`config.mk`:
```
export PLATFORM = sky130hd
export DESIGN_NAME = fp4_group_scaled_dot_product
export DESIGN_NICKNAME = d
export VERILOG_FILES = /design/src/rtl/core/fp4gsdp_pkg.sv /design/src/rtl/core/fp4_group_scaled_dot_product.sv /design/src/rtl/core/fp4gsdp_ctrl.sv /design/src/rtl/core/fp4gsdp_dp.sv
export SDC_FILE = /design/constraint.sdc
export NUM_CORES = 2
export LEC_CHECK = 0
export BUFFER_PORTS_ARGS = -buffer_cell sky130_fd_sc_hd__buf_2
export CORE_ASPECT_RATIO = 0.5
export CORE_MARGIN = 3
export CORE_UTILIZATION = 40
export CTS_CLUSTER_DIAMETER = 40
export DETAILED_ROUTE_END_ITERATION = 8
export PLACE_DENSITY = 0.59
export SYNTH_ARGS = -nofsm -noshare
export SYNTH_HDL_FRONTEND = slang
export SYNTH_SLANG_ARGS = --single-unit
```
`constraint.sdc`:
```
create_clock -name clk_i -period 35.5 [get_ports clk_i]
set_input_delay 0 -clock clk_i [delete_from_list [all_inputs] [get_ports clk_i]]
set_output_delay 0 -clock clk_i [all_outputs]
set_load 0.1 [all_outputs]
```
`src/rtl/core/fp4gsdp_pkg.sv`:
```
`default_nettype none
package fp4gsdp_pkg;

  localparam logic [31:0] FP_QNAN = 32'h7FC0_0000;
  localparam logic [31:0] FP_INF  = 32'h7F80_0000;

  localparam logic [1:0] OP_MUL_AW = 2'd0;
  localparam logic [1:0] OP_MUL_S  = 2'd1;
  localparam logic [1:0] OP_ADD    = 2'd2;

  localparam logic [5:0] MUL_FRAC = 6'd46;
  localparam logic [5:0] ADD_FRAC = 6'd49;

  localparam logic [30:0] E2M1_MAG [8] = '{
    31'h0000_0000, 31'h3F00_0000, 31'h3F80_0000, 31'h3FC0_0000,
    31'h4000_0000, 31'h4040_0000, 31'h4080_0000, 31'h40C0_0000
  };

  typedef struct packed {
    logic              capture;
    logic [1:0]        op;
    logic              elem;
    logic              wr_tmp;
    logic              wr_sum;
    logic              emit;
  } cmd_t;

  typedef struct packed {
    logic row_end;
  } status_t;

  typedef struct packed {
    logic               special;
    logic [31:0]        spec_val;
    logic               sign;
    logic [63:0]        x;
    logic signed [12:0] e;
    logic [5:0]         f;
  } stage_t;

  function automatic logic [31:0] e2m1_to_fp32(input logic [3:0] nib);
    return {nib[3], E2M1_MAG[nib[2:0]]};
  endfunction

  function automatic stage_t fp_mul_front(input logic [31:0] a, input logic [31:0] b);
    stage_t r;
    logic nan_a, nan_b, inf_a, inf_b, zero_a, zero_b;
    logic [7:0] ea, eb;
    logic [23:0] ma, mb;
    logic [47:0] prod;
    r = '0;
    nan_a  = (a[30:23] == 8'hFF) && (a[22:0] != 23'd0);
    nan_b  = (b[30:23] == 8'hFF) && (b[22:0] != 23'd0);
    inf_a  = (a[30:23] == 8'hFF) && (a[22:0] == 23'd0);
    inf_b  = (b[30:23] == 8'hFF) && (b[22:0] == 23'd0);
    zero_a = (a[30:0] == 31'd0);
    zero_b = (b[30:0] == 31'd0);
    ea = (a[30:23] == 8'd0) ? 8'd1 : a[30:23];
    eb = (b[30:23] == 8'd0) ? 8'd1 : b[30:23];
    ma = {a[30:23] != 8'd0, a[22:0]};
    mb = {b[30:23] != 8'd0, b[22:0]};
    prod = ma * mb;
    r.sign = a[31] ^ b[31];
    if (nan_a || nan_b || (inf_a && zero_b) || (zero_a && inf_b)) begin
      r.special  = 1'b1;
      r.spec_val = FP_QNAN;
    end else if (inf_a || inf_b) begin
      r.special  = 1'b1;
      r.spec_val = {r.sign, FP_INF[30:0]};
    end else if (zero_a || zero_b) begin
      r.special  = 1'b1;
      r.spec_val = {r.sign, 31'd0};
    end else begin
      r.x = {16'd0, prod};
      r.e = $signed({5'd0, ea}) + $signed({5'd0, eb}) - 13'sd127;
      r.f = MUL_FRAC;
    end
    return r;
  endfunction

  function automatic stage_t fp_add_front(input logic [31:0] a, input logic [31:0] b);
    stage_t r;
    logic [31:0] big, sml;
    logic [7:0] eg, es, dd;
    logic [5:0] sh;
    logic [49:0] aw, bw, bs;
    logic st;
    logic [50:0] s;
    r = '0;
    if (((a[30:23] == 8'hFF) && (a[22:0] != 23'd0)) ||
        ((b[30:23] == 8'hFF) && (b[22:0] != 23'd0)) ||
        ((a[30:0] == FP_INF[30:0]) && (b[30:0] == FP_INF[30:0]) && (a[31] != b[31]))) begin
      r.special  = 1'b1;
      r.spec_val = FP_QNAN;
    end else if (a[30:0] == FP_INF[30:0]) begin
      r.special  = 1'b1;
      r.spec_val = a;
    end else if (b[30:0] == FP_INF[30:0]) begin
      r.special  = 1'b1;
      r.spec_val = b;
    end else begin
      if (b[30:0] > a[30:0]) begin
        big = b;
        sml = a;
      end else begin
        big = a;
        sml = b;
      end
      eg = (big[30:23] == 8'd0) ? 8'd1 : big[30:23];
      es = (sml[30:23] == 8'd0) ? 8'd1 : sml[30:23];
      dd = eg - es;
      sh = (dd > 8'd63) ? 6'd63 : dd[5:0];
      aw = {big[30:23] != 8'd0, big[22:0], 26'd0};
      bw = {sml[30:23] != 8'd0, sml[22:0], 26'd0};
      bs = bw >> sh;
      st = ((bs << sh) != bw);
      bs = bs | {49'd0, st};
      if (big[31] != sml[31]) s = {1'b0, aw} - {1'b0, bs};
      else s = {1'b0, aw} + {1'b0, bs};
      r.sign = big[31];
      if (s == 51'd0) begin
        r.special  = 1'b1;
        r.spec_val = {a[31] & b[31], 31'd0};
      end else begin
        r.x = {13'd0, s};
        r.e = $signed({5'd0, eg});
        r.f = ADD_FRAC;
      end
    end
    return r;
  endfunction

  function automatic logic [31:0] fp_norm_round(input stage_t st);
    logic [5:0] lead;
    logic signed [13:0] er, sh, nsh;
    logic [6:0] shamt;
    logic [89:0] wide, shd;
    logic [23:0] m;
    logic g, stk;
    logic [25:0] mr;
    logic [13:0] expo;
    logic [31:0] w;
    lead = 6'd0;
    for (int i = 0; i < 64; i++) begin
      if (st.x[i]) lead = 6'(i);
    end
    er = $signed({st.e[12], st.e}) + $signed({8'd0, lead}) - $signed({8'd0, st.f});
    sh = $signed({8'd0, lead}) - 14'sd23;
    if (er < 14'sd1) begin
      sh = sh + 14'sd1 - er;
      er = 14'sd1;
    end
    if (sh < 14'sd0) begin
      nsh = -sh;
      m = st.x[23:0] << nsh[4:0];
      g = 1'b0;
      stk = 1'b0;
    end else begin
      shamt = (sh > 14'sd74) ? 7'd74 : sh[6:0];
      wide = {st.x, 26'd0};
      shd = wide >> shamt;
      m = shd[49:26];
      g = shd[25];
      stk = (|shd[24:0]) | ((shd << shamt) != wide);
    end
    mr = {2'd0, m} + {25'd0, g & (stk | m[0])};
    expo = er - 14'sd1;
    if (expo > 14'd254) return {st.sign, FP_INF[30:0]};
    w = {1'b0, expo[7:0], 23'd0} + {6'd0, mr};
    if (w[31] || (w[30:0] >= FP_INF[30:0])) return {st.sign, FP_INF[30:0]};
    return {st.sign, w[30:0]};
  endfunction

endpackage
`default_nettype wire

```
`src/rtl/core/fp4_group_scaled_dot_product.sv`:
```
`default_nettype none
// channel  | valid       | stall        | payload
// ---------+-------------+--------------+--------------------------------------------
// in       | in_valid_i  | in_stall_o   | weight_pair_i act_even_i act_odd_i
//          |             |              | group_scale_i row_end_i
// out      | out_valid_o | out_stall_i  | row_sum_o
//
// one item is two elements, each a multiply, a multiply by the group scale
// and an accumulate add, each fp op a front and a round step in the shared fp unit
// a row end adds an emit state to write the output register; it waits while stalled
// reset clears the running sum to +0 and empties the output register
// a waiting result blocks the input only when the next row end finds it still unread
module fp4_group_scaled_dot_product
  import fp4gsdp_pkg::*;
(
  input  wire logic        clk_i,
  input  wire logic        rst_ni,
  input  wire logic        in_valid_i,
  output logic             in_stall_o,
  input  wire logic [7:0]  weight_pair_i,
  input  wire logic [15:0] act_even_i,
  input  wire logic [15:0] act_odd_i,
  input  wire logic [31:0] group_scale_i,
  input  wire logic        row_end_i,
  output logic             out_valid_o,
  input  wire logic        out_stall_i,
  output logic [31:0]      row_sum_o
);

  cmd_t    cmd;
  status_t status;

  fp4gsdp_ctrl u_ctrl (
    .clk_i       (clk_i),
    .rst_ni      (rst_ni),
    .in_valid_i  (in_valid_i),
    .in_stall_o  (in_stall_o),
    .out_valid_o (out_valid_o),
    .out_stall_i (out_stall_i),
    .status_i    (status),
    .cmd_o       (cmd)
  );

  fp4gsdp_dp u_dp (
    .clk_i         (clk_i),
    .rst_ni        (rst_ni),
    .weight_pair_i (weight_pair_i),
    .act_even_i    (act_even_i),
    .act_odd_i     (act_odd_i),
    .group_scale_i (group_scale_i),
    .row_end_i     (row_end_i),
    .cmd_i         (cmd),
    .status_o      (status),
    .row_sum_o     (row_sum_o)
  );

endmodule
`default_nettype wire

```
`src/rtl/core/fp4gsdp_ctrl.sv`:
```
`default_nettype none
module fp4gsdp_ctrl
  import fp4gsdp_pkg::*;
(
  input  wire logic    clk_i,
  input  wire logic    rst_ni,
  input  wire logic    in_valid_i,
  output logic         in_stall_o,
  output logic         out_valid_o,
  input  wire logic    out_stall_i,
  input  wire status_t status_i,
  output cmd_t         cmd_o
);

  localparam logic [2:0] S_IDLE = 3'd0;
  localparam logic [2:0] S_MUL1 = 3'd1;
  localparam logic [2:0] S_RND1 = 3'd2;
  localparam logic [2:0] S_MUL2 = 3'd3;
  localparam logic [2:0] S_RND2 = 3'd4;
  localparam logic [2:0] S_ADD  = 3'd5;
  localparam logic [2:0] S_RND3 = 3'd6;
  localparam logic [2:0] S_EMIT = 3'd7;

  logic [2:0] state_q, state_d;
  logic       elem_q, elem_d;
  logic       oval_q, oval_d;

  assign in_stall_o  = (state_q != S_IDLE);
  assign out_valid_o = oval_q;

  always_comb begin
    state_d = state_q;
    elem_d  = elem_q;
    oval_d  = oval_q && out_stall_i;
    cmd_o   = '0;
    cmd_o.elem = elem_q;
    unique case (state_q)
      S_IDLE: begin
        if (in_valid_i) begin
          cmd_o.capture = 1'b1;
          elem_d  = 1'b0;
          state_d = S_MUL1;
        end
      end
      S_MUL1: begin
        cmd_o.op = OP_MUL_AW;
        state_d  = S_RND1;
      end
      S_RND1: begin
        cmd_o.wr_tmp = 1'b1;
        state_d = S_MUL2;
      end
      S_MUL2: begin
        cmd_o.op = OP_MUL_S;
        state_d  = S_RND2;
      end
      S_RND2: begin
        cmd_o.wr_tmp = 1'b1;
        state_d = S_ADD;
      end
      S_ADD: begin
        cmd_o.op = OP_ADD;
        state_d  = S_RND3;
      end
      S_RND3: begin
        cmd_o.wr_sum = 1'b1;
        if (!elem_q) begin
          elem_d  = 1'b1;
          state_d = S_MUL1;
        end else if (status_i.row_end) begin
          state_d = S_EMIT;
        end else begin
          state_d = S_IDLE;
        end
      end
      S_EMIT: begin
        if (!oval_q || !out_stall_i) begin
          cmd_o.emit = 1'b1;
          oval_d  = 1'b1;
          state_d = S_IDLE;
        end
      end
      default: state_d = S_IDLE;
    endcase
  end

  always_ff @(posedge clk_i or negedge rst_ni) begin
    if (!rst_ni) begin
      state_q <= S_IDLE;
      elem_q  <= 1'b0;
      oval_q  <= 1'b0;
    end else begin
      state_q <= state_d;
      elem_q  <= elem_d;
      oval_q  <= oval_d;
    end
  end

endmodule
`default_nettype wire

```
`src/rtl/core/fp4gsdp_dp.sv`:
```
`default_nettype none
module fp4gsdp_dp
  import fp4gsdp_pkg::*;
(
  input  wire logic        clk_i,
  input  wire logic        rst_ni,
  input  wire logic [7:0]  weight_pair_i,
  input  wire logic [15:0] act_even_i,
  input  wire logic [15:0] act_odd_i,
  input  wire logic [31:0] group_scale_i,
  input  wire logic        row_end_i,
  input  wire cmd_t        cmd_i,
  output status_t          status_o,
  output logic [31:0]      row_sum_o
);

  logic [7:0]  wpair_q;
  logic [15:0] act_e_q, act_o_q;
  logic [31:0] scale_q;
  logic        end_q;
  logic [31:0] tmp_q, sum_q, rsum_q;
  stage_t      stage_q, stage_d;
  logic [31:0] rnd;
  logic [31:0] act_fp, w_fp;

  assign act_fp = {cmd_i.elem ? act_o_q : act_e_q, 16'd0};
  assign w_fp   = e2m1_to_fp32(cmd_i.elem ? wpair_q[7:4] : wpair_q[3:0]);

  always_comb begin
    unique case (cmd_i.op)
      OP_MUL_AW: stage_d = fp_mul_front(act_fp, w_fp);
      OP_MUL_S:  stage_d = fp_mul_front(tmp_q, scale_q);
      OP_ADD:    stage_d = fp_add_front(sum_q, tmp_q);
      default:   stage_d = fp_add_front(sum_q, tmp_q);
    endcase
  end

  assign rnd = stage_q.special ? stage_q.spec_val : fp_norm_round(stage_q);

  always_ff @(posedge clk_i) begin
    stage_q <= stage_d;
    if (cmd_i.capture) begin
      wpair_q <= weight_pair_i;
      act_e_q <= act_even_i;
      act_o_q <= act_odd_i;
      scale_q <= group_scale_i;
      end_q   <= row_end_i;
    end
    if (cmd_i.wr_tmp) tmp_q <= rnd;
    if (cmd_i.emit) begin
      rsum_q <= ((sum_q[30:23] == 8'hFF) && (sum_q[22:0] != 23'd0)) ? FP_QNAN : sum_q;
    end
  end

  // the running sum carries over between items, so it gets a reset
  always_ff @(posedge clk_i or negedge rst_ni) begin
    if (!rst_ni) begin
      sum_q <= 32'd0;
    end else if (cmd_i.emit) begin
      sum_q <= 32'd0;
    end else if (cmd_i.wr_sum) begin
      sum_q <= rnd;
    end
  end

  assign status_o.row_end = end_q;
  assign row_sum_o = rsum_q;

endmodule
`default_nettype wire

```
==> results.ini <==
[setup_path]
worst-setup-path-type=flip-flop to flip-flop
arrival_ns=19.12
slowest_stage=nor2_1
cp-start-kind=flip-flop
crit_required_ns=36.00
cp_common_cell=buf_4
cp_max_fo=31
max_stage_delay_ns=0.91
end_kind=flip-flop

[sta]
rsz0062_at_grt=no
worst_slack_ns=16.88
max-slew-margin-rel=0.0405
period_share=0.525
timing_hold_violations_final=0
skew_ns=0.0645
setup_violations=0
whs_ns=0.0302
worst_slew_pin_slew_ns=1.44
post-route-min-period_ns=18.62
fmax_ghz=0.0537
drv_slew=0
fin_tns_setup_ns=0

[clock_network]
cts_resized=0
htreeDepth=2
clkTransAtPathRegs_ns=0.07
numCtsBuffers=43
holdBufCountCts=76
insertion_delay_ns=0.65
clkSinkCount=275
root_buffer=clkbuf_16
cts_tree=built
ctsLongestPathBuffers=3
cts_setup_buffers=0

[placement]
io_buffer_count=110
place.gp.congestion=1.13
dp_hpwl_um=268000
place_ws_ns=17.83

[global_route]
grt_max_degree=69
overflow=0
grt_pass1_wl_um=487000
grt_pass1_vias=61900
grt_usage=0.463
antenna_found_initial=41

[die]
die_w_um=539
num_io_pins=111
start_util=0.404
core-area_um2=140000
die_height_um=272
fp-row-count=97
dieArea_um2=147000

[final_layout]
final_cell_mix=nand2_1 (988), inv_1 (717), nor2_1 (509), fa_1 (496), o21ai_0 (441)
area_growth_pct=10.9
nets=8456
drive_above_1_share=0.0960
fin_util=0.448
layout_commonest_cell=nand2_1
nFillCells=14300

[logic_synthesis]
yosys_register_bits=275
syn_area_um2=56800
yosys.cell_types.count=118
synth_edf_count=137
synth_warnings=0
syn-mean-instance-area_um2=7.55
yosysSeqAreaShare=0.124
async_flop_share=0.135
syn_inst=7517
synth_ff_type=edfxtp_1

[route]
drt_iter0_markers=10500
remaining_drc_errors=1
vias=65600
routed_via_density=6.92
wirelength_um=352000
drt_first_pass_iters=9
ant_nets=0
wl_per_cell_um=37.2

[outcome]
violations=design-rule violations
status=finished, violations left

[worst_hold_path]
hold_class=input port to asynchronous set/reset pin

[job]
max_cap_violations=0

[final timing paths]
check	startpoint	end	slack (ns)	cells past startpoint
max in group asynchronous	rst_ni	u_ctrl.elem_q	34.81	2
worst max register to register	u_dp.tmp_q[27]	u_dp.stage_q[46]	16.88	51
worst min register to register	u_dp.sum_q[27]	u_dp.row_sum_o[27]	0.51	0
worst max-delay path	u_dp.tmp_q[27]	u_dp.stage_q[46]	16.88	51
min in group clk_i	group_scale_i[31]	u_dp.scale_q[31]	0.06	2
worst min-delay path	rst_ni	u_ctrl.state_q[0]	0.03	2
[stage by stage]
stage,instance area [µm²],instances
floorplan,56800,7538
global placement,60600,9292
detailed placement,60600,9292
CTS,62900,9448
global route,62900,9456
finish,63000,9477
[Yosys cell counts (111+ instances only)]
cell        n  area (µm²)
nand3_1   202        1010
xnor2_1   111         972
inv_1     717        2690
a211oi_1  136        1020
o21ai_0   449        2250
ha_1      349        4370
fa_1      496        9930
o22ai_1   164        1030
edfxtp_1  137        4110
mux2i_1   143        1430
nor3_1    218        1090
o211ai_1  140        1050
and2_1    237        1480
clkbuf_1  489        1840
a21oi_1   398        1990
nand2_1   989        3710
nor2_1    521        1960
a22oi_1   117         878
[flip-flops by register name, summed over array words and instances (netlist names), 3 cells and up]
name            count
u_dp.scale_q       32
u_dp.act_e_q       16
u_ctrl.state_q      3
u_dp.tmp_q         32
u_dp.act_o_q       16
u_dp.sum_q         32
u_dp.stage_q      101
u_dp.row_sum_o     32
u_dp.wpair_q        8
[worst max-delay path, delay by kind of cell (launching register included)]
kind | cells | cell delay, ns
and+or+nand+nor | 25 | 8.75
AOI/OAI and AO/OA | 15 | 5.71
buffers and inverters | 6 | 1.91
adders and majority gates | 4 | 1.33
DFF | 1 | 0.52
xor gates and xnor gates | 1 | 0.16
[final cells by class]
type                    instances  area [µm²]  share of cell area
inverters                     723        2710              0.0431
clock inverters                33         412             0.00654
well taps                    1881        2350              0.0374
diodes                         27        67.6             0.00107
clock buffers                  47        1120              0.0178
flip-flops and latches        275        7060               0.112
multi-input cells            5976       45400               0.722
repair buffers                515        3780              0.0601
[per-layer routing]
metal	vias to the layer above	part of all wire	GRT usage
li1	26900	-	-
met2	5147	0.40	0.667
met4	34	0.079	0.301
met1	32100	0.38	0.571
met3	1401	0.14	0.185
met5	-	0.00070	0.00682
[cells by family after synthesis]
group	synth area share
adder cells (fa/ha/maj)	0.252
XOR/XNOR	0.0273
buffers and inverters	0.0861
other	0.0000661
multiplexers	0.0369
AO/OA/AOI/OAI	0.267
AND/OR/NAND/NOR	0.206
flip-flops	0.124
Power is left out: the tool's default activity adds up to more than one toggle a clock period on the data nets, which glitch-free logic cannot reach.
